<file path="config.mk">
export PLATFORM = sky130hd
export DESIGN_NAME = histogram_bin_merger_unit
export DESIGN_NICKNAME = d
export VERILOG_FILES = /design/src/rtl/core/hbm_pkg.sv /design/src/rtl/core/histogram_bin_merger_unit.sv /design/src/rtl/core/hbm_merge_core.sv
export SDC_FILE = /design/constraint.sdc
export NUM_CORES = 1
export LEC_CHECK = 0
export ABC_AREA = 0
export BUFFER_PORTS_ARGS = -buffer_cell sky130_fd_sc_hd__buf_2
export CAP_MARGIN = 25
export CORE_ASPECT_RATIO = 1.4
export CORE_MARGIN = 1.5
export CORE_UTILIZATION = 50
export DETAILED_ROUTE_END_ITERATION = 16
export GPL_TIMING_DRIVEN = 0
export PLACE_DENSITY = 0.8
export REMOVE_ABC_BUFFERS = 1
export SETUP_SLACK_MARGIN = 0.3
export SKIP_CTS_REPAIR_TIMING = 1
export SLEW_MARGIN = 30
export SYNTH_ARGS = -nofsm -noshare
export SYNTH_HDL_FRONTEND = slang
export SYNTH_SLANG_ARGS = --single-unit
</file>
<file path="constraint.sdc">
create_clock -name clk -period 9.4 [get_ports clk]
set_input_delay 0.47 -clock clk [delete_from_list [all_inputs] [get_ports clk]]
set_output_delay 0.47 -clock clk [all_outputs]
set_load 0.1 [all_outputs]
</file>
<file path="src/rtl/core/hbm_pkg.sv">
package hbm_pkg;

  localparam int unsigned TIME_W   = 32;
  localparam int unsigned RAW_Q_W  = 24;
  localparam int unsigned SUM_Q_W  = 32;
  localparam int unsigned THR_W    = 24;
  localparam int unsigned WID_W    = 16;
  localparam int unsigned CFG_D_W  = 24;

  localparam int unsigned Q_DEPTH  = 4;
  localparam int unsigned Q_PTR_W  = $clog2(Q_DEPTH);
  localparam int unsigned Q_CNT_W  = $clog2(Q_DEPTH + 1);

  localparam logic [THR_W-1:0] THR_RST = THR_W'(256);
  localparam logic [WID_W-1:0] MINW_RST = WID_W'(0);
  localparam logic [WID_W-1:0] MAXW_RST = WID_W'(3200);

  typedef enum logic [1:0] {
    CFG_CHARGE_THRESHOLD = 2'd0,
    CFG_MINIMUM_WIDTH    = 2'd1,
    CFG_MAXIMUM_WIDTH    = 2'd2
  } cfg_idx_t;

  typedef struct packed {
    logic [TIME_W-1:0]  raw_start;
    logic [TIME_W-1:0]  raw_end;
    logic [RAW_Q_W-1:0] raw_charge;
    logic               raw_last;
  } raw_bin_t;

  typedef struct packed {
    logic [TIME_W-1:0]  merged_start;
    logic [TIME_W-1:0]  merged_end;
    logic [SUM_Q_W-1:0] merged_charge;
    logic               merged_last;
  } merged_bin_t;

  typedef struct packed {
    logic [THR_W-1:0] charge_threshold;
    logic [WID_W-1:0] minimum_width;
    logic [WID_W-1:0] maximum_width;
  } cfg_t;

  typedef struct packed {
    logic [1:0]  num;
    merged_bin_t res0;
    merged_bin_t res1;
  } step_res_t;

endpackage

</file>
<file path="src/rtl/core/histogram_bin_merger_unit.sv">
// Histogram bin merger.
// Input channel (in_valid, in_stall, in_data): one raw time bin per
// transaction, contiguous in time, raw_last set on the final bin of a readout.
// Output channel (out_valid, out_stall, out_data): one merged bin per
// transaction, merged_last set on the final bin of a readout.
// Config channel (cfg_valid, cfg_ready, cfg_index, cfg_data): register writes,
// always ready; write only while no raw bin is in flight.
// A raw bin accepted into the input register enters the output queue once the
// queue has two free slots; its first result, if any, is offered from then on,
// behind any merged bins already queued.
// Throughput: one raw bin per cycle, limited by the output port at one merged
// bin per cycle; a raw bin that closes a group and ends the readout yields two
// merged bins. A held raw bin stays in the input register and in_stall
// rises while the four-entry output queue has fewer than two free slots.
// A stalled receiver fills the queue, then stalls the input; nothing is lost.
// Reset (rst_n low, synchronous) empties the pipeline and queue, closes any
// open group and loads the register defaults.
module histogram_bin_merger_unit (
  input  logic                  clk,
  input  logic                  rst_n,
  input  logic                  in_valid,
  output logic                  in_stall,
  input  hbm_pkg::raw_bin_t     in_data,
  output logic                  out_valid,
  input  logic                  out_stall,
  output hbm_pkg::merged_bin_t  out_data,
  input  logic                  cfg_valid,
  output logic                  cfg_ready,
  input  logic [1:0]            cfg_index,
  input  logic [hbm_pkg::CFG_D_W-1:0] cfg_data
);
  import hbm_pkg::*;

  cfg_t         cfg_r;
  logic         in_valid_r;
  raw_bin_t     in_data_r;
  step_res_t    res;
  logic         adv;
  logic         pop;
  logic [Q_CNT_W-1:0] cnt_r, cnt_nxt;
  logic [Q_PTR_W-1:0] wr_r, rd_r;
  merged_bin_t  q_r [Q_DEPTH];

  assign cfg_ready = 1'b1;

  always_ff @(posedge clk) begin
    if (!rst_n) begin
      cfg_r.charge_threshold <= THR_RST;
      cfg_r.minimum_width    <= MINW_RST;
      cfg_r.maximum_width    <= MAXW_RST;
    end else if (cfg_valid && cfg_ready) begin
      case (cfg_index)
        CFG_CHARGE_THRESHOLD: cfg_r.charge_threshold <= cfg_data[THR_W-1:0];
        CFG_MINIMUM_WIDTH:    cfg_r.minimum_width    <= cfg_data[WID_W-1:0];
        CFG_MAXIMUM_WIDTH:    cfg_r.maximum_width    <= cfg_data[WID_W-1:0];
        default: ;
      endcase
    end
  end

  assign adv      = in_valid_r && (cnt_r <= Q_CNT_W'(Q_DEPTH - 2));
  assign in_stall = in_valid_r && !adv;
  assign out_valid = (cnt_r != '0);
  assign out_data  = q_r[rd_r];
  assign pop       = out_valid && !out_stall;

  hbm_merge_core u_core (
    .clk   (clk),
    .rst_n (rst_n),
    .step  (adv),
    .bin   (in_data_r),
    .cfg   (cfg_r),
    .res   (res)
  );

  always_ff @(posedge clk) begin
    if (!rst_n) begin
      in_valid_r <= 1'b0;
    end else if (!in_stall) begin
      in_valid_r <= in_valid;
    end
  end

  always_ff @(posedge clk) begin
    if (in_valid && !in_stall) begin
      in_data_r <= in_data;
    end
  end

  always_comb begin
    cnt_nxt = cnt_r - Q_CNT_W'(pop);
    if (adv) begin
      cnt_nxt = cnt_nxt + Q_CNT_W'(res.num);
    end
  end

  always_ff @(posedge clk) begin
    if (!rst_n) begin
      cnt_r <= '0;
      wr_r  <= '0;
      rd_r  <= '0;
    end else begin
      cnt_r <= cnt_nxt;
      if (pop) begin
        rd_r <= rd_r + Q_PTR_W'(1);
      end
      if (adv) begin
        wr_r <= wr_r + Q_PTR_W'(res.num);
      end
    end
  end

  always_ff @(posedge clk) begin
    if (adv && res.num != 2'd0) begin
      q_r[wr_r] <= res.res0;
    end
    if (adv && res.num == 2'd2) begin
      q_r[wr_r + Q_PTR_W'(1)] <= res.res1;
    end
  end

`ifndef SYNTH
  a_q_bound: assert property (@(posedge clk) disable iff (!rst_n)
    cnt_r <= Q_CNT_W'(Q_DEPTH))
    else $error("output queue overflow");

  a_stage_hold: assert property (@(posedge clk) disable iff (!rst_n)
    (in_valid_r && !adv) |=> (in_valid_r && $stable(in_data_r)))
    else $error("stalled input stage lost its bin");

  a_cnt_step: assert property (@(posedge clk) disable iff (!rst_n)
    !adv |=> (cnt_r <= $past(cnt_r)))
    else $error("queue grew without an advancing bin");
`endif

endmodule

</file>
<file path="src/rtl/core/hbm_merge_core.sv">
module hbm_merge_core (
  input  logic                clk,
  input  logic                rst_n,
  input  logic                step,
  input  hbm_pkg::raw_bin_t   bin,
  input  hbm_pkg::cfg_t       cfg,
  output hbm_pkg::step_res_t  res
);
  import hbm_pkg::*;

  logic               open_r, open_nxt;
  logic               first_r, first_nxt;
  logic [TIME_W-1:0]  gstart_r, gstart_nxt;
  logic [SUM_Q_W-1:0] gcharge_r, gcharge_nxt;

  logic [TIME_W:0]    diff;
  logic [TIME_W-1:0]  width;
  logic [SUM_Q_W:0]   sum;
  logic [SUM_Q_W-1:0] sat_sum;
  logic               join_grp;
  logic               closed;
  logic [TIME_W-1:0]  gs_mid;
  logic [SUM_Q_W-1:0] gq_mid;
  merged_bin_t        close_bin;
  merged_bin_t        final_bin;

  always_comb begin
    diff     = {1'b0, bin.raw_end} - {1'b0, gstart_r};
    width    = diff[TIME_W] ? '0 : diff[TIME_W-1:0];
    sum      = {1'b0, gcharge_r} + (SUM_Q_W+1)'(bin.raw_charge);
    sat_sum  = sum[SUM_Q_W] ? '1 : sum[SUM_Q_W-1:0];
    join_grp = !first_r && (width < TIME_W'(cfg.maximum_width)) &&
               ((gcharge_r < SUM_Q_W'(cfg.charge_threshold)) ||
                (width < TIME_W'(cfg.minimum_width)));

    closed = 1'b0;
    if (!open_r) begin
      gs_mid = bin.raw_start;
      gq_mid = SUM_Q_W'(bin.raw_charge);
    end else if (join_grp) begin
      gs_mid = gstart_r;
      gq_mid = sat_sum;
    end else begin
      closed = 1'b1;
      gs_mid = bin.raw_start;
      gq_mid = SUM_Q_W'(bin.raw_charge);
    end

    close_bin.merged_start  = gstart_r;
    close_bin.merged_end    = bin.raw_start;
    close_bin.merged_charge = gcharge_r;
    close_bin.merged_last   = 1'b0;

    final_bin.merged_start  = gs_mid;
    final_bin.merged_end    = bin.raw_end;
    final_bin.merged_charge = gq_mid;
    final_bin.merged_last   = 1'b1;

    res.num  = {1'b0, closed} + {1'b0, bin.raw_last};
    res.res0 = closed ? close_bin : final_bin;
    res.res1 = final_bin;

    if (bin.raw_last) begin
      open_nxt    = 1'b0;
      first_nxt   = 1'b0;
      gstart_nxt  = '0;
      gcharge_nxt = '0;
    end else begin
      open_nxt    = 1'b1;
      first_nxt   = !open_r;
      gstart_nxt  = gs_mid;
      gcharge_nxt = gq_mid;
    end
  end

  always_ff @(posedge clk) begin
    if (!rst_n) begin
      open_r    <= 1'b0;
      first_r   <= 1'b0;
      gstart_r  <= '0;
      gcharge_r <= '0;
    end else if (step) begin
      open_r    <= open_nxt;
      first_r   <= first_nxt;
      gstart_r  <= gstart_nxt;
      gcharge_r <= gcharge_nxt;
    end
  end

endmodule
</file>
* After elaboration in Yosys (flattened, before gate mapping)
Memory sizes are Yosys's and may differ from the RTL's. A register that Yosys moved wholly into a read port is not among the register bits. Index checks and enable logic that the tools add are counted.
Operators by class: mux-type cells 20, add/subtract/negate cells 8, eq/ne operators 3, $lt $le $gt $ge 4, reductions and logical operators 20
Operator list (number):
- $mux 32 | 8
- $mux 97 | 1
- $lt 32x16->1 | 2
- $add 32x24->33 | 1
- $sub 32x32->33 | 1
- $lt 32x24->1 | 1
- $logic_and 1x1->1 | 8
- $mux 1 | 8
- $reduce_and 2->1 | 3
- $logic_not 1->1 | 5
- $add 2x1->2 const B | 2
- $eq 2x2->1 const B | 2
- $mux 2 | 2
- $add 3x2->3 | 1
- $le 3x2->1 const B | 1
- $mux 3 | 1
- $reduce_bool 3->1 | 1
- $sub 3x1->3 | 1
- $add 1x1->2 | 1
- $add 2x2->2 | 1
- $eq 2x1->1 const B | 1
- $logic_not 2->1 | 1
- $reduce_bool 2->1 | 1
- $logic_or 1x1->1 | 1
Word-level totals: output and inout bits 100, flip-flop bits (word level) 219, logic and storage cells 71, input port bits 120, memory bits (writable) 388, memories kept 1
Memory list:
- q_r | words 4, width 97, read ports 1, clocked after Yosys merged registers in 1, wr ports 2, line histogram_bin_merger_unit.sv:42 | merged_bin_t q_r [Q_DEPTH];

* Logic depth before layout (Yosys ltp)
Gate-level depths: netlist of the first run.
depth in word-level cells 12, depth in mapped cells 31, depth with buffers taken out 27

* Modules after synthesis
A second synthesis of the first run with hierarchy kept.
Second synthesis, totals: cell total of the unflattened synthesis 2650, area, all modules 33602.2 µm²
Modules (own cells, without submodules):
- histogram_bin_merger_unit | cells an instance 1354, area an instance 23879.2 µm², sequential area each 15645.0 µm², instances 1
- hbm_merge_core | cells an instance 1296, area an instance 9723.1 µm², sequential area each 1321.3 µm², instances 1

* Worst setup path before layout of the first run
OpenSTA, ideal clock, no wires.
path type reg2reg, start register in_data_r[25] in the netlist's numbering, end memory q_r[3][10] in the netlist's numbering (enable), cell stages (with the launch flop) 29, path buffers 4, period minus slack after synthesis 8327 ps, setup slack 1073 ps, required time 8492 ps, data arrival time 7420 ps, library setup time 908 ps, cell sequence edfxtp_1 > inv_1 > ha_1 > inv_1 > fa_1 > a211oi_2 > o21ai_1 > nand4_1 > a211o_1 > and2_1 > clkbuf_1 > nor2_1 > ha_1 > a21o_1 > a21o_1 > a2111oi_0 > o21ai_1 > nor4_1 > o2111ai_1 > nor4_2 > nand4_2 > a31oi_4 > buf_6 > buf_2 > ha_1 > nor2_1 > nand3_1 > clkbuf_1 > nand2_1
RTL lines:
- start, declared | line histogram_bin_merger_unit.sv:36 | raw_bin_t in_data_r;
- start signal, assigned | line histogram_bin_merger_unit.sv:86 | in_data_r <= in_data;
- end, declared | line histogram_bin_merger_unit.sv:42

==> parameters.txt, run 1 <==
Parameter                              Value

Status
  Outcome ... completed

Yosys
  Number of synthesized register bits ... 609
  Number of unique standard cell types used by synthesis ... 85
  Number of enable-type register cells in the synthesized netlist ... 473
  Dominant synthesized flop cell ... sky130_fd_sc_hd__edfxtp_1
  Average cell area after synthesis ... 12.09 um2
  Number of cells produced by synthesis ... ~2600
  Sequential share of the synthesized area ... 53.24%
  Top cell type's share of synthesized area ... between 40 and 50%
  Most frequent cell after synthesis ... sky130_fd_sc_hd__edfxtp_1
  Yosys Warn Count ... 0
  Post-synthesis cell area ... around 32000 um2
  Library cell occupying the most area in the post-synthesis netlist ... sky130_fd_sc_hd__edfxtp_1
  Most instantiated cells after synthesis ... sky130_fd_sc_hd__edfxtp_1, sky130_fd_sc_hd__a22o_1, sky130_fd_sc_hd__nand2_1
  Leading cell types by total area after synthesis ... sky130_fd_sc_hd__edfxtp_1, sky130_fd_sc_hd__dfxtp_1, sky130_fd_sc_hd__a22o_1, sky130_fd_sc_hd__mux4_2, sky130_fd_sc_hd__ha_1
  Share of synthesized registers carrying an async set or reset ... 0%

Detailed routing
  Antenna-violating nets left ... 0
  WL per Instance ... ~28 um
  Detailed Routing Iterations Pass 1 ... 6
  Wire length on met1 ... 34760 um
  DR iter-0 viols ... 3236
  Met3 routed WL ... between 9000 and 10000 um
  Aggregate routed wire length ... about 100000 um
  Metal2 WL ... 50870 um
  Uppermost layer routed ... met5
  DRC ... 0
  Routed vias ... around 25000
  Routed vias/inst ... 6.819

Setup path
  Type of the worst setup path ... reg -> reg
  Crit Path Max Fanout ... 34
  End point of the critical path ... q_r[1][37]
  Slack of the worst reg-to-reg path ... 720 ps
  Data required time of the critical path ... a little under 10000 ps
  Launching element of the worst setup path ... in_data_r[48]
  Startpoint of the most critical register-to-register path ... in_data_r[48]
  Signal arrival time at the worst endpoint ... 9040 ps
  Startpoint type of the worst setup path ... register
  Crit Reg-Reg Endpoint ... q_r[1][37]
  Setup crit end kind ... register
  Depth of the worst register-to-register path ... 25

STA
  Worst clock skew on the final layout ... 47.67 ps
  Unrepaired setup endpoints after global routing ... false
  Final worst-path cycle share ... 92.32%
  Shortest clock period the worst path allows after layout ... around 8700 ps
  Timing-limited maximum frequency ... 115.2 MHz
  Max transition margin ... 26.71%
  Total of endpoints with negative setup slack in the final report ... 0
  Final Slew Violations ... 0
  Count of endpoints failing hold in the final timing report ... 0
  Transition time at the pin with the least slew margin ... around 1100 ps

Clocking
  Latest clock arrival within the worst-skew pair ... 650 ps
  Buffer cell driving the clock tree root ... sky130_fd_sc_hd__clkbuf_16
  Number of buffers inserted during clock tree synthesis ... 58
  Clock slew at reported path FFs ... 60 ps
  CTS H-Tree Depth ... 2
  Number of clock sinks ... 609
  TritonCTS clock tree ... yes
  Maximum number of buffers from clock root to sink ... 3

Floorplan
  Die H ... 301.4 um
  Die width ... around 220 um
  Boundary pin count ... between 200 and 250
  Die outline area ... 65120 um2
  Initial core utilization ... 50.45%
  Core area ... 63010 um2
  Standard-cell rows ... 109

Power and ir drop
  Leakage power of the design ... 12.81 nW
  P per Cell Area ... 262.7 nW/um2
  PnR Total Power ... 9.715 mW
  Worst voltage drop across the vdd grid ... 0.2799 mV

Global route
  First-pass GRT wire length ... 148900 um
  Overall routing resource usage ... 30.20%
  Largest net degree at the start of global routing ... slightly below 80
  Total grt overflow ... 0
  Vias in the first global route ... roughly 25000
  Antenna violations before repair ... 6

Place
  Inst Count DP ... 3513
  Gpl congestion ... 0.9383
  Port Buffer Count ... 218
  Detail Placement HPWL ... 69060 um

Layout
  Final cell count without fillers ... 3653
  Area of the multi-input gates ... 13770 um2
  Area Growth Syn to Fin ... 16.34%
  Layout cell share with drive strength beyond 1 ... between 10% and 20%
  Nets ... 3006
  FF/Latch Area ... roughly 17000 um2
  Fill cells ... 4878

Min path
  Hold Path Class ... in -> reg

Run
  Count of max-cap constraint violations ... 0
## placed cells by master (no fill, tap or decap), drive strengths merged, types with 55 or more instances in the layout
| master | count |
|---|---|
| a21boi | 60 |
| ha | 112 |
| a22o | 290 |
| a21oi | 74 |
| o21ai | 102 |
| edfxtp | 473 |
| buf | 285 |
| nor2 | 55 |
| clkbuf | 71 |
| o22ai | 90 |
| inv | 126 |
| dfxtp | 136 |
| mux4 | 97 |
| nand2 | 232 |
## worst max-delay path, cell delays in order, from the launching register on
cell	delay, ps
sky130_fd_sc_hd__edfxtp_1	520
sky130_fd_sc_hd__ha_1	610
sky130_fd_sc_hd__nand2_1	100
sky130_fd_sc_hd__o21ai_0	650
sky130_fd_sc_hd__nand2_1	110
sky130_fd_sc_hd__a32o_1	290
sky130_fd_sc_hd__and2_1	320
sky130_fd_sc_hd__nor2_1	320
sky130_fd_sc_hd__ha_1	310
sky130_fd_sc_hd__a21o_1	160
sky130_fd_sc_hd__a2111oi_0	450
sky130_fd_sc_hd__o21ai_1	310
sky130_fd_sc_hd__nor4_1	430
sky130_fd_sc_hd__o2111ai_1	220
sky130_fd_sc_hd__nor4_4	580
sky130_fd_sc_hd__nand4_4	300
sky130_fd_sc_hd__a31oi_4	300
sky130_fd_sc_hd__buf_16	200
sky130_fd_sc_hd__ha_1	230
sky130_fd_sc_hd__nor2_2	180
sky130_fd_sc_hd__nand2_8	410
sky130_fd_sc_hd__nor2_4	200
sky130_fd_sc_hd__buf_16	250
sky130_fd_sc_hd__and2_2	370
sky130_fd_sc_hd__buf_12	240
sky130_fd_sc_hd__a22o_1	290
## stage by stage
stage | TNS [ps] | setup slack, ps | hold slack, ps | utilization (%) | instance area (um2)
finish | 0 | 722.3 | 4.151 | 58.70 | 36980
CTS | -13070 | -284.5 | -26.83 | 58.11 | 36610
global placement | -2552570 | -4703 | 456.2 | 52.23 | 32910
global route | 0 | 348.4 | 1.218 | 58.69 | 36980
detailed placement | -8712 | -197.1 | 459.6 | 54.92 | 34600
floorplan | 0 | 492.3 | 438.8 | - | 30780
## layout make-up
| cell class | instances | share of cell area (%) |
|---|---|---|
| flip-flops and latches | 609 | 45.80 |
| multi-input cells | 1671 | 37.24 |
| repair buffers | 310 | 7.480 |
| clock buffers | 71 | 4.225 |
| well taps | 832 | 2.815 |
| inverters | 121 | 1.235 |
| clock inverters | 38 | 1.201 |
| diodes | 1 | 0.006766 |
## cell families (layout without fill, tap and decap cells)
logic type | count (synthesis) | after routing | share of synthesized area, %
XOR/XNOR | 36 | 36 | 0.9918
adder cells (fa/ha/maj) | 115 | 115 | 4.597
AO/OA/AOI/OAI | 872 | 872 | 20.74
multiplexers | 132 | 132 | 7.986
flip-flops | 609 | 609 | 53.24
AND/OR/NAND/NOR | 514 | 515 | 7.816
buffers and inverters | 351 | 540 | 4.613
other | 1 | 2 | 0.01180
## routing by layer
layer  global-route usage, %  vias to the layer above
li1                        -                    10620
met1                   34.76                    12260
met2                   52.34                     1642
met3                   5.214                      384
met4                   18.73                        8
met5                       0                        -
## state kept, by name (all words and copies together) (netlist names), 2 cells and up, named ones only
name	flops
u_core.gcharge_r	32
cfg_r	56
wr_r	2
q_r	388
u_core.gstart_r	32
in_data_r	89
rd_r	2
cnt_r	3
## power by group
group / switching, mW / internal, mW
Sequential: 0.220 / 3.14
Clock: 1.06 / 1.44
Combinational: 2.80 / 1.05
Total: 4.09 / 5.63
## worst min-delay path by stage
stage,start,endpoint,slack [ps],depth (start not counted)
6_report,in_data[51],in_data_r[51],4,1
5_1_grt,in_data[51],in_data_r[51],1,1
4_1_cts,in_data[15],in_data_r[15],-30,1
3_5_place_dp,cfg_r[26],cfg_r[26],460,2
3_3_place_gp,cfg_r[33],cfg_r[33],460,2
2_1_floorplan,cfg_r[0],cfg_r[0],440,2
(Power assumes the default switching activity.)
==> run 2: changes to the inputs <==
==> constraint.sdc (replaced) <==
create_clock -name clk -period 9.4 [get_ports clk]
set_input_delay 0.94 -clock clk [delete_from_list [all_inputs] [get_ports clk]]
set_output_delay 0.94 -clock clk [all_outputs]
set_load 0.1 [all_outputs]
==> run 2 against run 1 <==
Sequential cell count did not move. Setup slack better by 1.1 ps. Register-to-register slack about the same. Via count decreased by 0.71%. Final cell count decreased by 0.68%.
==> parameters.txt, run 2 (synthesis gave the netlist of run 1 again) <==
Parameter                              Value

Status
  Outcome ... completed

STA
  Transition time at the pin with the least slew margin ... 1181 ps (+84.58 ps)
  Total of endpoints with negative setup slack in the final report ... 0 (unchanged)
  Final worst-path cycle share ... 92.30% (about the same)
  Count of endpoints failing hold in the final timing report ... 0 (unchanged)
  Setup TNS after final layout ... 0 ps (unchanged)
  Worst clock skew on the final layout ... 47.70 ps (+0.03120 ps)
  Unrepaired setup endpoints after global routing ... false
  Final Slew Violations ... 0 (unchanged)
  Max transition margin ... 21.05% (-5.7 points)
  Worst hold slack ... 465.3 ps (+461.1 ps)
  Shortest clock period the worst path allows after layout ... 8677 ps (-1.090 ps)
  Timing-limited maximum frequency ... 115.3 MHz (about the same)

Clocking
  Clock slew at reported path FFs ... 70 ps (about the same)
  Latest clock arrival within the worst-skew pair ... 650 ps (about the same)
  Maximum number of buffers from clock root to sink ... 3 (unchanged)
  CTS H-Tree Depth ... 2 (unchanged)
  TritonCTS clock tree ... yes
  Number of buffers inserted during clock tree synthesis ... 58 (unchanged)
  Number of clock sinks ... 609 (unchanged)
  Buffer cell driving the clock tree root ... sky130_fd_sc_hd__clkbuf_16

Power and ir drop
  P per Cell Area ... 264.4 nW/um2 (+0.67%)
  Leakage power of the design ... 12.70 nW (-0.82%)
  Worst voltage drop across the vdd grid ... 0.2800 mV (about the same)

Run
  Count of max-cap constraint violations ... 0 (unchanged)

Global route
  Overall routing resource usage ... 30.20% (unchanged)
  Largest net degree at the start of global routing ... 78 (unchanged)
  Antenna violations before repair ... 6 (unchanged)
  Total grt overflow ... 0 (unchanged)
  First-pass GRT wire length ... 148900 um (unchanged)
  Vias in the first global route ... 24880 (unchanged)

Detailed routing
  WL per Instance ... 28.02 um (+0.54%)
  Routed vias/inst ... 6.818 (about the same)
  Antenna-violating nets left ... 0 (unchanged)
  DR iter-0 viols ... 3205 (-0.96%)
  Detailed Routing Iterations Pass 1 ... 8 (+2)
  Aggregate routed wire length ... 101700 um (-0.14%)
  DRC ... 0 (unchanged)
  Routed vias ... 24740 (-0.71%)

Place
  Port Buffer Count ... 218 (unchanged)
  Gpl congestion ... 0.9383 (unchanged)
  Detail Placement HPWL ... 69060 um (unchanged)
  Instance area at placement ... 34600 um2 (unchanged)

Layout
  Top library cells by usage in the layout, fill and taps aside ... sky130_fd_sc_hd__edfxtp_1, sky130_fd_sc_hd__a22o_1, sky130_fd_sc_hd__nand2_1
  Layout cell share with drive strength beyond 1 ... 19.57% (+0.17 points)
  Largest registers ranked by flip-flop count ... q_r x388, in_data_r x89, cfg_r x56
  Flip-flop count of the largest register, all copies and words added ... 388 (unchanged)
  Top reg by flops ... q_r
  Final design instance area without fill ... 36730 um2 (-0.68%)
  Commonest non-fill, non-tap cell in the layout ... sky130_fd_sc_hd__edfxtp_1
  Area Growth Syn to Fin ... 15.55%
  Nets ... 2981 (-0.83%)

Floorplan
  Die outline area ... 65120 um2 (unchanged)
  Die H ... 301.4 um (unchanged)
  Die width ... 216.1 um (unchanged)
  Core area ... 63010 um2 (unchanged)
  Standard-cell rows ... 109 (unchanged)
  Initial core utilization ... 50.45% (unchanged)
  Boundary pin count ... 220 (unchanged)

Min path
  Hold Path Class ... in -> reg

Setup path
  Setup crit end kind ... register
  Data required time of the critical path ... 9860 ps (+100 ps)
  Critical-path cell with the highest stage delay ... sky130_fd_sc_hd__o21ai_0
  Crit Path Max Fanout ... 34 (unchanged)
  CP peak stage delay ... 660 ps (about the same)
  Startpoint type of the worst setup path ... register
  Slack of the worst reg-to-reg path ... 720 ps (about the same)
  Type of the worst setup path ... reg -> reg
  CP top delay family ... simple AND/OR/NAND/NOR gates
  Buffer and inverter count on the worst path ... 3 (unchanged)
  Signal arrival time at the worst endpoint ... 9140 ps (+100 ps)
  Cell mode on critical path ... sky130_fd_sc_hd__ha_1
run 2: cell type report:
type / instances / area (um2)
inverters: 121 / 456.7
flip-flops and latches: 609 / 16940
clock buffers: 71 / 1563
well taps: 832 / 1041
clock inverters: 38 / 444.2
diodes: 1 / 2.502
fillers: 4908 / 26270
repair buffers: 285 / 2516
multi-input cells: 1671 / 13770
run 2: routing by layer:
layer / vias up / share of wire [%] / track usage, %
met4: 8 / 6.7 / 18.73
li1: 10560 / - / -
met3: 385 / 9.1 / 5.214
met5: - / 0.046 / 0
met2: 1617 / 50 / 52.34
met1: 12170 / 35 / 34.76
run 2: final timing paths:
kind                       from            end  cells after the start
hold reg to reg       cfg_r[26]      cfg_r[26]                      2
setup / recovery  in_data_r[48]     q_r[1][37]                     26
setup reg to reg  in_data_r[48]     q_r[1][37]                     26
hold / removal      in_data[15]  in_data_r[15]                      1
run 2: report_power, final:
part	internal (mW)	leakage [nW]	switching, mW
clock network	1.43	0.982	1.07
logic	1.05	6.38	2.81
registers	3.14	5.34	0.219
run 2: metrics by stage:
stage          power, mW  cells  setup slack (ps)  util (%)
3_5_place_dp       7.171   3513            -197.1     54.92
2_1_floorplan      6.207   2400             492.3         -
5_1_grt            9.987   3627             353.3     58.30
3_3_place_gp       7.079   3450             -4703     52.23
4_1_cts            9.643   3622            -284.5     58.11
6_report           9.714   3628             723.4     58.30
